`config.mk`:
```
export PLATFORM = sky130hd
export DESIGN_NAME = event_triggered_pin_pulser_top
export DESIGN_NICKNAME = d
export VERILOG_FILES = /design/src/rtl/core/etpp_pkg.sv /design/src/rtl/core/event_triggered_pin_pulser_top.sv
export SDC_FILE = /design/constraint.sdc
export NUM_CORES = 2
export LEC_CHECK = 0
export BUFFER_PORTS_ARGS = -buffer_cell sky130_fd_sc_hd__buf_2
export CORE_ASPECT_RATIO = 0.5
export CORE_MARGIN = 1.5
export CORE_UTILIZATION = 60
export CTS_CLUSTER_DIAMETER = 30
export DETAILED_ROUTE_END_ITERATION = 8
export GPL_ROUTABILITY_DRIVEN = 0
export PLACE_DENSITY = 0.76
export SKIP_LAST_GASP = 1
export SLEW_MARGIN = 5
export SYNTH_ARGS = -nofsm -noshare
export SYNTH_HDL_FRONTEND = slang
export SYNTH_SLANG_ARGS = --single-unit
```
`constraint.sdc`:
```
create_clock -name clk -period 17.3 [get_ports clk]
set_input_delay 2.595 -clock clk [delete_from_list [all_inputs] [get_ports clk]]
set_output_delay 2.595 -clock clk [all_outputs]
set_load 0.01 [all_outputs]
```
`src/rtl/core/etpp_pkg.sv`:
```
// ----------------------------------------------------------------------------
// Event-triggered pin pulser package
// Action codes, register indexes, field widths and the mode-to-event table.
// ----------------------------------------------------------------------------
package etpp_pkg;

  localparam int ACTION_W    = 2;
  localparam int EVENT_W     = 4;
  localparam int PINS_W      = 8;
  localparam int MODE_W      = 6;
  localparam int DUR_W       = 10;
  localparam int TPM_W       = 16;
  localparam int PROD_W      = DUR_W + TPM_W;
  localparam int CFG_INDEX_W = 3;
  localparam int CFG_DATA_W  = 48;

  typedef logic [ACTION_W-1:0]    action_t;
  typedef logic [EVENT_W-1:0]     event_t;
  typedef logic [MODE_W-1:0]      mode_t;
  typedef logic [DUR_W-1:0]       dur_t;
  typedef logic [2**EVENT_W-1:0]  event_set_t;
  typedef logic [CFG_INDEX_W-1:0] cfg_index_t;

  localparam action_t ACT_TICK   = 2'd0;
  localparam action_t ACT_EVENT  = 2'd1;
  localparam action_t ACT_REINIT = 2'd2;

  localparam cfg_index_t REG_MODE_TABLE = 3'd0;
  localparam cfg_index_t REG_DUR_LOW    = 3'd1;
  localparam cfg_index_t REG_DUR_HIGH   = 3'd2;
  localparam cfg_index_t REG_IDLE_MASK  = 3'd3;
  localparam cfg_index_t REG_TICKS_MS   = 3'd4;

  localparam mode_t MODE_FIRST      = 6'd10;
  localparam mode_t MODE_LAST       = 6'd28;
  localparam dur_t  MAX_DURATION_MS = 10'd1000;

  function automatic event_set_t mode_events(input mode_t mode);
    event_set_t set;
    unique case (mode)
      6'd10:   set = 16'h0001;
      6'd11:   set = 16'h0002;
      6'd12:   set = 16'h0004;
      6'd13:   set = 16'h0003;
      6'd14:   set = 16'h0007;
      6'd15:   set = 16'h0008;
      6'd16:   set = 16'h0010;
      6'd17:   set = 16'h0020;
      6'd18:   set = 16'h0040;
      6'd19:   set = 16'h0030;
      6'd20:   set = 16'h0070;
      6'd21:   set = 16'h0011;
      6'd22:   set = 16'h0022;
      6'd23:   set = 16'h0044;
      6'd24:   set = 16'h0033;
      6'd25:   set = 16'h0077;
      6'd26:   set = 16'h0080;
      6'd27:   set = 16'h0100;
      6'd28:   set = 16'h0200;
      default: set = '0;
    endcase
    return set;
  endfunction

endpackage

```
`src/rtl/core/event_triggered_pin_pulser_top.sv`:
```
// ----------------------------------------------------------------------------
// Event-triggered pin pulser
// Per-pin update logic feeds the output result register, or the skid register
// when the output is held. Throughput: one item per cycle while not stalled.
// A skid register holds one extra result, so input stalls only when it is full.
// Reset clears levels, timers and handshake state; result data regs are not reset.
// ----------------------------------------------------------------------------
module event_triggered_pin_pulser_top
  import etpp_pkg::*;
#(
  parameter int PIN_COUNT   = 8,
  parameter int COUNT_WIDTH = 26
) (
  input  logic                  clk,
  input  logic                  rst,
  input  logic                  cfg_we,
  input  logic [CFG_INDEX_W-1:0] cfg_index,
  input  logic [CFG_DATA_W-1:0] cfg_data,
  input  logic                  in_valid,
  output logic                  in_stall,
  input  logic [ACTION_W-1:0]   action,
  input  logic [EVENT_W-1:0]    event_code,
  output logic                  out_valid,
  input  logic                  out_stall,
  output logic [PINS_W-1:0]     pin_levels,
  output logic [PINS_W-1:0]     timers_running
);

  localparam int CALC_W = (COUNT_WIDTH > PROD_W) ? COUNT_WIDTH : PROD_W;

  logic [CFG_DATA_W-1:0] mode_table;
  logic [4*DUR_W-1:0]    durations_pins_low;
  logic [4*DUR_W-1:0]    durations_pins_high;
  logic [PINS_W-1:0]     idle_mask;
  logic [TPM_W-1:0]      ticks_per_ms;

  logic [PINS_W-1:0] levels;
  wire  [PINS_W-1:0] levels_next;
  logic [PINS_W-1:0] armed;
  wire  [PINS_W-1:0] armed_next;

  logic [PINS_W-1:0] skid_levels;
  logic [PINS_W-1:0] skid_armed;
  logic              skid_valid;

  logic [8*DUR_W-1:0] dur_all;
  logic               in_xfer;
  logic               out_xfer;

  assign dur_all  = {durations_pins_high, durations_pins_low};
  assign in_stall = skid_valid;
  assign in_xfer  = in_valid && !in_stall;
  assign out_xfer = out_valid && !out_stall;

  always_ff @(posedge clk) begin
    if (rst) begin
      mode_table          <= '0;
      durations_pins_low  <= '0;
      durations_pins_high <= '0;
      idle_mask           <= '0;
      ticks_per_ms        <= TPM_W'(1);
    end else if (cfg_we) begin
      unique case (cfg_index)
        REG_MODE_TABLE: mode_table          <= cfg_data;
        REG_DUR_LOW:    durations_pins_low  <= cfg_data[4*DUR_W-1:0];
        REG_DUR_HIGH:   durations_pins_high <= cfg_data[4*DUR_W-1:0];
        REG_IDLE_MASK:  idle_mask           <= cfg_data[PINS_W-1:0];
        REG_TICKS_MS:   ticks_per_ms        <= cfg_data[TPM_W-1:0];
        default: ;
      endcase
    end
  end

  for (genvar n = 0; n < PINS_W; n++) begin : g_pin
    if (n < PIN_COUNT) begin : g_used
      mode_t                  mode;
      logic                   event_mode;
      logic                   hit;
      dur_t                   dur_raw;
      dur_t                   dur;
      logic [PROD_W-1:0]      prod;
      logic [CALC_W-1:0]      prod_ext;
      logic [COUNT_WIDTH-1:0] load;
      logic [COUNT_WIDTH-1:0] count;
      logic [COUNT_WIDTH-1:0] count_next;
      logic                   level_next;
      logic                   arm_next;
      event_set_t             events;

      assign mode       = mode_table[MODE_W*n +: MODE_W];
      assign event_mode = (mode >= MODE_FIRST) && (mode <= MODE_LAST);
      assign events     = mode_events(mode);
      assign hit        = events[event_code];
      assign dur_raw    = dur_all[DUR_W*n +: DUR_W];
      assign dur        = (dur_raw > MAX_DURATION_MS) ? MAX_DURATION_MS : dur_raw;
      assign prod       = PROD_W'(dur) * PROD_W'(ticks_per_ms);
      assign prod_ext   = CALC_W'(prod);
      assign load       = (|(prod_ext >> COUNT_WIDTH)) ? '1 : prod_ext[COUNT_WIDTH-1:0];

      assign levels_next[n] = level_next;
      assign armed_next[n]  = arm_next;

      always_comb begin
        level_next = levels[n];
        arm_next   = armed[n];
        count_next = count;
        unique case (action)
          ACT_TICK: begin
            if (armed[n]) begin
              if (count <= COUNT_WIDTH'(1)) begin
                count_next = '0;
                arm_next   = 1'b0;
                level_next = ~levels[n];
              end else begin
                count_next = count - COUNT_WIDTH'(1);
              end
            end
          end
          ACT_EVENT: begin
            if (hit) begin
              if (dur == '0) begin
                level_next = ~levels[n];
              end else begin
                count_next = load;
                arm_next   = 1'b1;
                level_next = ~idle_mask[n];
              end
            end
          end
          ACT_REINIT: begin
            count_next = '0;
            arm_next   = 1'b0;
            if (event_mode) begin
              level_next = idle_mask[n];
            end
          end
          default: ;
        endcase
      end

      always_ff @(posedge clk) begin
        if (rst) begin
          count <= '0;
        end else if (in_xfer) begin
          count <= count_next;
        end
      end
    end else begin : g_absent
      assign levels_next[n] = 1'b0;
      assign armed_next[n]  = 1'b0;
    end
  end

  always_ff @(posedge clk) begin
    if (rst) begin
      levels <= '0;
      armed  <= '0;
    end else if (in_xfer) begin
      levels <= levels_next;
      armed  <= armed_next;
    end
  end

  always_ff @(posedge clk) begin
    if (rst) begin
      out_valid  <= 1'b0;
      skid_valid <= 1'b0;
    end else if (in_xfer) begin
      if (!out_valid || out_xfer) begin
        out_valid <= 1'b1;
      end else begin
        skid_valid <= 1'b1;
      end
    end else if (out_xfer) begin
      if (skid_valid) begin
        skid_valid <= 1'b0;
      end else begin
        out_valid <= 1'b0;
      end
    end
  end

  always_ff @(posedge clk) begin
    if (in_xfer) begin
      if (!out_valid || out_xfer) begin
        pin_levels     <= levels_next;
        timers_running <= armed_next;
      end else begin
        skid_levels <= levels_next;
        skid_armed  <= armed_next;
      end
    end else if (out_xfer && skid_valid) begin
      pin_levels     <= skid_levels;
      timers_running <= skid_armed;
    end
  end

endmodule

```
Word-level counts from Yosys, hierarchy flattened
Memories as Yosys holds them, arrays and structs flattened. A register that Yosys moved wholly into a read port is not among the register bits.
Cells that the tools add are included.
{"block": "word_totals", "out_inout_bits": 18, "rom_bits": 2560, "in_bits": 62, "n_memories": 8, "elab_cells": 362, "ff_bits": 410}
{"block": "classes", "bitwise": 17, "n_eq_ne": 33, "n_mul": 8, "n_reduce_logical": 45, "n_lt_le_gt_ge": 33, "n_addsub": 8, "mux": 189}
{"name": "(no name shown)", "words": 32, "word_bits": 10, "rd": 1, "rd_ports_with_merged_regs": 1, "write_ports": 0, "line_no": "etpp_pkg.sv:40", "source": "unique case (mode)"}
{"name": "(no name shown)", "words": 32, "word_bits": 10, "rd": 1, "rd_ports_with_merged_regs": 1, "write_ports": 0, "line_no": "etpp_pkg.sv:40"}
{"name": "(no name shown)", "words": 32, "word_bits": 10, "rd": 1, "rd_ports_with_merged_regs": 1, "write_ports": 0, "line_no": "etpp_pkg.sv:40"}
{"name": "(no name shown)", "words": 32, "word_bits": 10, "rd": 1, "rd_ports_with_merged_regs": 1, "write_ports": 0, "line_no": "etpp_pkg.sv:40"}
{"name": "(no name shown)", "words": 32, "word_bits": 10, "rd": 1, "rd_ports_with_merged_regs": 1, "write_ports": 0, "line_no": "etpp_pkg.sv:40"}
{"name": "(no name shown)", "words": 32, "word_bits": 10, "rd": 1, "rd_ports_with_merged_regs": 1, "write_ports": 0, "line_no": "etpp_pkg.sv:40"}
{"name": "2 more memories"}
{"op": "$mux 26", "n": 32}
{"op": "$pmux 26 s3", "n": 8}
{"op": "$le 26x1->1 const B", "n": 8}
{"op": "$mul 10x16->26", "n": 8}
{"op": "$sub 26x1->26 const B", "n": 8}
{"op": "$mux 16", "n": 8}
{"op": "$mux 1", "n": 87}
{"op": "$gt 10x10->1 const B", "n": 8}
{"op": "$logic_not 10->1", "n": 8}
{"op": "$mux 10", "n": 8}
{"op": "$mux 5", "n": 16}
{"op": "$ne 2x2->1 const B", "n": 25}
{"op": "$ge 6x4->1 const B", "n": 8}
{"op": "$le 6x5->1 const B", "n": 8}
{"op": "$mux 8", "n": 6}
{"op": "$pmux 1 s3", "n": 16}
{"op": "$reduce_and 5->1", "n": 8}
{"op": "$bmux 1 s4", "n": 8}
{"op": "$not 1->1", "n": 17}
{"op": "$reduce_and 2->1", "n": 8}
{"op": "$logic_and 1x1->1", "n": 11}
{"op": "$eq 3x2->1 const B", "n": 2}
{"op": "$lt 4x5->1 const B", "n": 1}
{"op": "$ne 2x1->1 const B", "n": 2}
{"op": "other kinds (11)", "n": 14}

Logic depth before layout (Yosys ltp)
{"block": "depth", "ltp_word": 8, "depth_mapped": 28}

Worst setup path after synthesis
Ideal clock, no wire load.
{"block": "synth_timing", "path_type": "register to register", "startpoint": "reg durations_pins_low[37]", "endpoint": "reg g_pin[3].g_used.count[25]", "period_less_slack_ns": 6.577, "slack_ns": 10.723, "path_stages_with_launch": 28, "t_required_ns": 17.214, "arrival_time_ns": 6.491, "setup_time_ns": 0.086, "cell_sequence": "dfxtp_1 > clkbuf_1 > nand4_1 > nor3_1 > or2_2 > clkbuf_1 > clkbuf_1 > nand2_1 > fa_1 > inv_1 > fa_1 > inv_1 > fa_1 > inv_1 > fa_1 > inv_1 > fa_1 > inv_1 > ha_1 > a22o_1 > nand3b_1 > o221ai_1 > o21ai_0 > a221oi_1 > nor2b_1 > nor3_1 > a21oi_1 > a221oi_2"}
{"block": "synth_via", "elab_chain_cells": 6, "elab_cells_between_ends": 9}
{"element": "start, declared", "line_no": "event_triggered_pin_pulser_top.sv:32", "source": "logic [4*DUR_W-1:0] durations_pins_low;"}
{"element": "start signal, assigned", "line_no": "event_triggered_pin_pulser_top.sv:65", "source": "REG_DUR_LOW: durations_pins_low <= cfg_data[4*DUR_W-1:0];"}
{"element": "$gt 10x10->1", "line_no": "event_triggered_pin_pulser_top.sv:95", "source": "assign dur = (dur_raw > MAX_DURATION_MS) ? MAX_DURATION_MS : dur_raw;"}
{"element": "$mux 10 (*)", "line_no": "event_triggered_pin_pulser_top.sv:95"}
{"element": "$mul 10x16->26", "line_no": "event_triggered_pin_pulser_top.sv:96", "source": "assign prod = PROD_W'(dur) * PROD_W'(ticks_per_ms);"}
{"element": "$mux 26", "line_no": "event_triggered_pin_pulser_top.sv:121", "source": "if (dur == '0) begin"}
{"element": "$mux 26", "line_no": "event_triggered_pin_pulser_top.sv:120", "source": "if (hit) begin"}
{"element": "$pmux 26 s3", "line_no": "event_triggered_pin_pulser_top.sv:107", "source": "unique case (action)"}
{"element": "end signal, assigned", "line_no": "event_triggered_pin_pulser_top.sv:145", "source": "count <= count_next;"}
{"element": "end, declared", "line_no": "event_triggered_pin_pulser_top.sv:84", "source": "logic [COUNT_WIDTH-1:0] count;"}
Every way passes the cells marked *; elsewhere a longest branch is shown, timed or not. The select of a mux whose other input is x is not followed.
A chain may end at the register's enable or synchronous reset.

Final worst setup path
{"block": "layout_timing", "startpoint": "reg durations_pins_high[0]", "endpoint": "reg g_pin[4].g_used.count[25]"}
{"block": "layout_via", "elab_chain_cells": 6, "elab_cells_between_ends": 9}
{"element": "start, declared", "line_no": "event_triggered_pin_pulser_top.sv:33", "source": "logic [4*DUR_W-1:0] durations_pins_high;"}
{"element": "start signal, assigned", "line_no": "event_triggered_pin_pulser_top.sv:66", "source": "REG_DUR_HIGH: durations_pins_high <= cfg_data[4*DUR_W-1:0];"}
{"element": "$gt 10x10->1", "line_no": "event_triggered_pin_pulser_top.sv:95"}
{"element": "$mux 10 (*)", "line_no": "event_triggered_pin_pulser_top.sv:95"}
{"element": "$mul 10x16->26", "line_no": "event_triggered_pin_pulser_top.sv:96"}
{"element": "$mux 26", "line_no": "event_triggered_pin_pulser_top.sv:121"}
{"element": "$mux 26", "line_no": "event_triggered_pin_pulser_top.sv:120"}
{"element": "$pmux 26 s3", "line_no": "event_triggered_pin_pulser_top.sv:107"}
{"element": "end signal, assigned", "line_no": "event_triggered_pin_pulser_top.sv:145"}
{"element": "end, declared", "line_no": "event_triggered_pin_pulser_top.sv:84"}
Marks and branches as above.

==> results.md <==
* Die Span Y at 239 um
* Seq pwr share at 0.314
* Lkg Pwr at 34.0 nW
* Initial Util at 0.606
* Initial antenna violation count at 3
* Synth warn at 0
* Most frequent cell after synthesis: nand2_1
* Final setup vio count at 0
* Register-to-register setup slack at roughly 9800 ps
* Net Sw Power at ~1.4 mW
* Critical Path RT at approximately 18,000 ps
* Wire per inst at roughly 19 um
* Clock-pin slew on the worst setup and hold paths at ~70 ps
* Post-synth net total at just under 10,000
* Sequential element share of the synthesized area at 0.152
* Row Count at 86
* HP Start: g_pin[4].g_used.count[11]$_SDFFE_PP0P_
* Int Power at 2.54 mW
* Max transition margin at 0.0948
* Core area at around 110,000 um^2
* RSZ-0062 raised after global routing: false
* Mapped cell area at 66,800 um^2
* Area grow syn2layout at 5.98%
* Die Footprint at approximately 110,000 um^2
* Reg-to-reg endpoint: g_pin[4].g_used.count[25]$_SDFFE_PP0P_
* Clk_lat worst skew at 720 ps
* Clock share of power at 0.451
* Max Root-Sink Buffers at 3
* Starting DRT DRC Count at around 5,000
* Crit Path Max Fanout at 16
* Crit-path slowest cell: nor2b_1
* Synthesized instance count at 8,337
* Post-route ant nets at 0
* CP Launch Type: register
* DP HPWL at 130,000 um
* Via Count at approximately 57,000
* Number of synthesized register bits at around 500
* Crit path cell chain: nor4_1 -> nor3_1 -> nor2b_1 -> nand2_1 -> fa_1 -> inv_1 -> fa_1 -> fa_1 -> fa_1 -> inv_1 -> fa_1 -> inv_1 -> ha_1 -> and3_1 -> a221oi_1 -> nor2_1 -> a211oi_1 -> a21boi_0 -> a2111oi_0 -> mux2i_1 -> o22ai_1
* Worst Hold Path EP: g_pin[4].g_used.count[11]$_SDFFE_PP0P_
* CTS H-Tree Depth at 3
* WHS Path Cells at 2
* Worst slack at placement at 9950 ps
* DRT Pass-1 Iters at 9
* Most frequent cells after synthesis: nand2_1, inv_1, fa_1
* Avg Inst Size Synth at about 8.0 um^2
* Predominant post-synthesis flop cell: dfxtp_1
* Skew final at 29.5 ps
* Slew Viols, Final at 0
* CP Class: register to register
* CP Data Arrival Time at between 8000 and 9000 ps
* Vias in the first global route at approximately 57,000
* CTS resizes at 0
* Fmax achieved at 134 MHz
* Hold Crit Class: register to register
* Reg2reg start: durations_pins_high[0]$_SDFFE_PP0P_
* EDFF count, synth at 32
* Nets at between 9,000 and 10,000
* Final Worst Setup Slack at just under 10,000 ps
* Worst Max-Slew Pin Slew at approximately 1400 ps
* Hold buffers post-CTS at 0
* Crit. path cell count at 21
* CTS Sinks at 490
* CTS root buf: clkbuf_16
* Final Hold Fails at 0
* Synth cell types at 100
* Clock tree from TritonCTS: yes
* P per Cell Area at ~56 nW/um^2
* CP Capture Type: register
* Overflow left after global routing at 0
* Top post-synthesis cells by area: fa_1, dfxtp_1, ha_1
* Setup TNS at 0 ps
* Synth top area share at 0.264
* Comb pwr share at 0.235
* Top delay family on crit path: adder cells
* All-Layer GR Usage at 0.324
* I/O Pins at 80
* Shortest period the worst path allows at roughly 7500 ps
* Cell taking the most area after synthesis: fa_1
* Routed WL at 181,000 um
* Residual DRC at 0
* Period utilisation layout at 0.433
* Crit-path most repeated cell: fa_1
* Post-CTS Setup Inserts at 0
* Die Width at 475 um
* Async SR Flop Fraction at 0
* Peak supply drop at around 0.000077 V
* Largest net degree at the start of global routing at between 80 and 90
* First-pass GRT wire length at 297,000 um
* Via density at between 5 and 6
* Share of layout cells above drive strength 1 at 0.0537
* Count of input and output buffers at 79
* CP bufs+invs at 3
* Maxcap violations at 0
* CP peak stage delay at just over 1000 ps
* Status: completed
* FF-to-FF path depth at 21
* Sw frac at 0.359
* Num CTS Buffers at 86
cell type report:
type	instances	area [um^2]
antenna	2	5.00
clock buffer	98	2270
clock inverter	63	737
fill	9412	39500
inverter	1070	4020
multi-input combinational	6287	50800
sequential	490	10200
tap	1496	1870
timing repair buffer	153	961
kinds of logic after synthesis:
| group | share of synthesized area |
|---|---|
| mux | 0.0110 |
| simple gates | 0.223 |
| fa+ha+maj | 0.363 |
| xor+xnor | 0.0215 |
| compound gates | 0.140 |
| buf+inv | 0.0897 |
| flops | 0.152 |
worst reg2reg max path, stage by stage (launching register included):
cell,delay [ps]
dfxtp_1,330
nor4_1,400
nor3_1,180
nor2b_1,1020
nand2_1,210
fa_1,570
inv_1,50
fa_1,480
fa_1,460
fa_1,510
inv_1,50
fa_1,470
inv_1,40
ha_1,340
and3_1,220
a221oi_1,510
nor2_1,160
a211oi_1,310
a21boi_0,170
a2111oi_0,510
mux2i_1,250
o22ai_1,90
worst max-delay path by stage:
stage                                        start                                     end  slack [ps]
2_1_floorplan  durations_pins_low[37]$_SDFFE_PP0P_  g_pin[3].g_used.count[25]$_SDFFE_PP0P_       10720
3_3_place_gp   durations_pins_high[0]$_SDFFE_PP0P_  g_pin[4].g_used.count[25]$_SDFFE_PP0P_       10210
3_5_place_dp   durations_pins_high[0]$_SDFFE_PP0P_  g_pin[4].g_used.count[25]$_SDFFE_PP0P_        9950
4_1_cts        durations_pins_high[0]$_SDFFE_PP0P_  g_pin[4].g_used.count[25]$_SDFFE_PP0P_        9880
5_1_grt        durations_pins_high[0]$_SDFFE_PP0P_  g_pin[4].g_used.count[25]$_SDFFE_PP0P_        9350
6_report       durations_pins_high[0]$_SDFFE_PP0P_  g_pin[4].g_used.count[25]$_SDFFE_PP0P_        9810
layer usage:
layer | wire [um] | vias to the layer above | GRT usage
met5 | 13 | - | 0
met4 | 7000 | 2 | 0.118
met3 | 16500 | 453 | 0.0614
met2 | 81400 | 2305 | 0.517
met1 | 75800 | 28085 | 0.440
li1 | - | 26636 | -
stage by stage:
| step | area, um^2 | util | hold WS [ps] | power (mW) | cells |
|---|---|---|---|---|---|
| floorplan | 66800 | - | 436 | 1.92 | 8337 |
| global placement | 67800 | 0.615 | 443 | 2.16 | 9496 |
| detailed placement | 67800 | 0.615 | 457 | 2.17 | 9496 |
| CTS | 70800 | 0.642 | 463 | 3.95 | 9657 |
| global route | 70800 | 0.642 | 490 | 4.13 | 9657 |
| finish | 70800 | 0.642 | 460 | 3.96 | 9659 |
layout by cell type (no fill, tap or decap), types with 100 or more instances in the layout:
master / count
nand2_1: 1395
dfxtp_1: 442
and2_1: 625
nor2_1: 437
o21ai_0: 388
nor3_1: 165
a21oi_1: 505
ha_1: 530
fa_1: 880
inv_1: 1062
xnor2_1: 100
power by group through the flow:
stage	Combinational, mW	Sequential [mW]	Clock [mW]
floorplan	0.680	1.24	0
global placement	0.895	1.26	0
detailed placement	0.902	1.26	0
CTS	0.908	1.24	1.80
global route	1.02	1.25	1.86
finish	0.929	1.24	1.79
No activity file was read; power rests on OpenSTA's default activity.
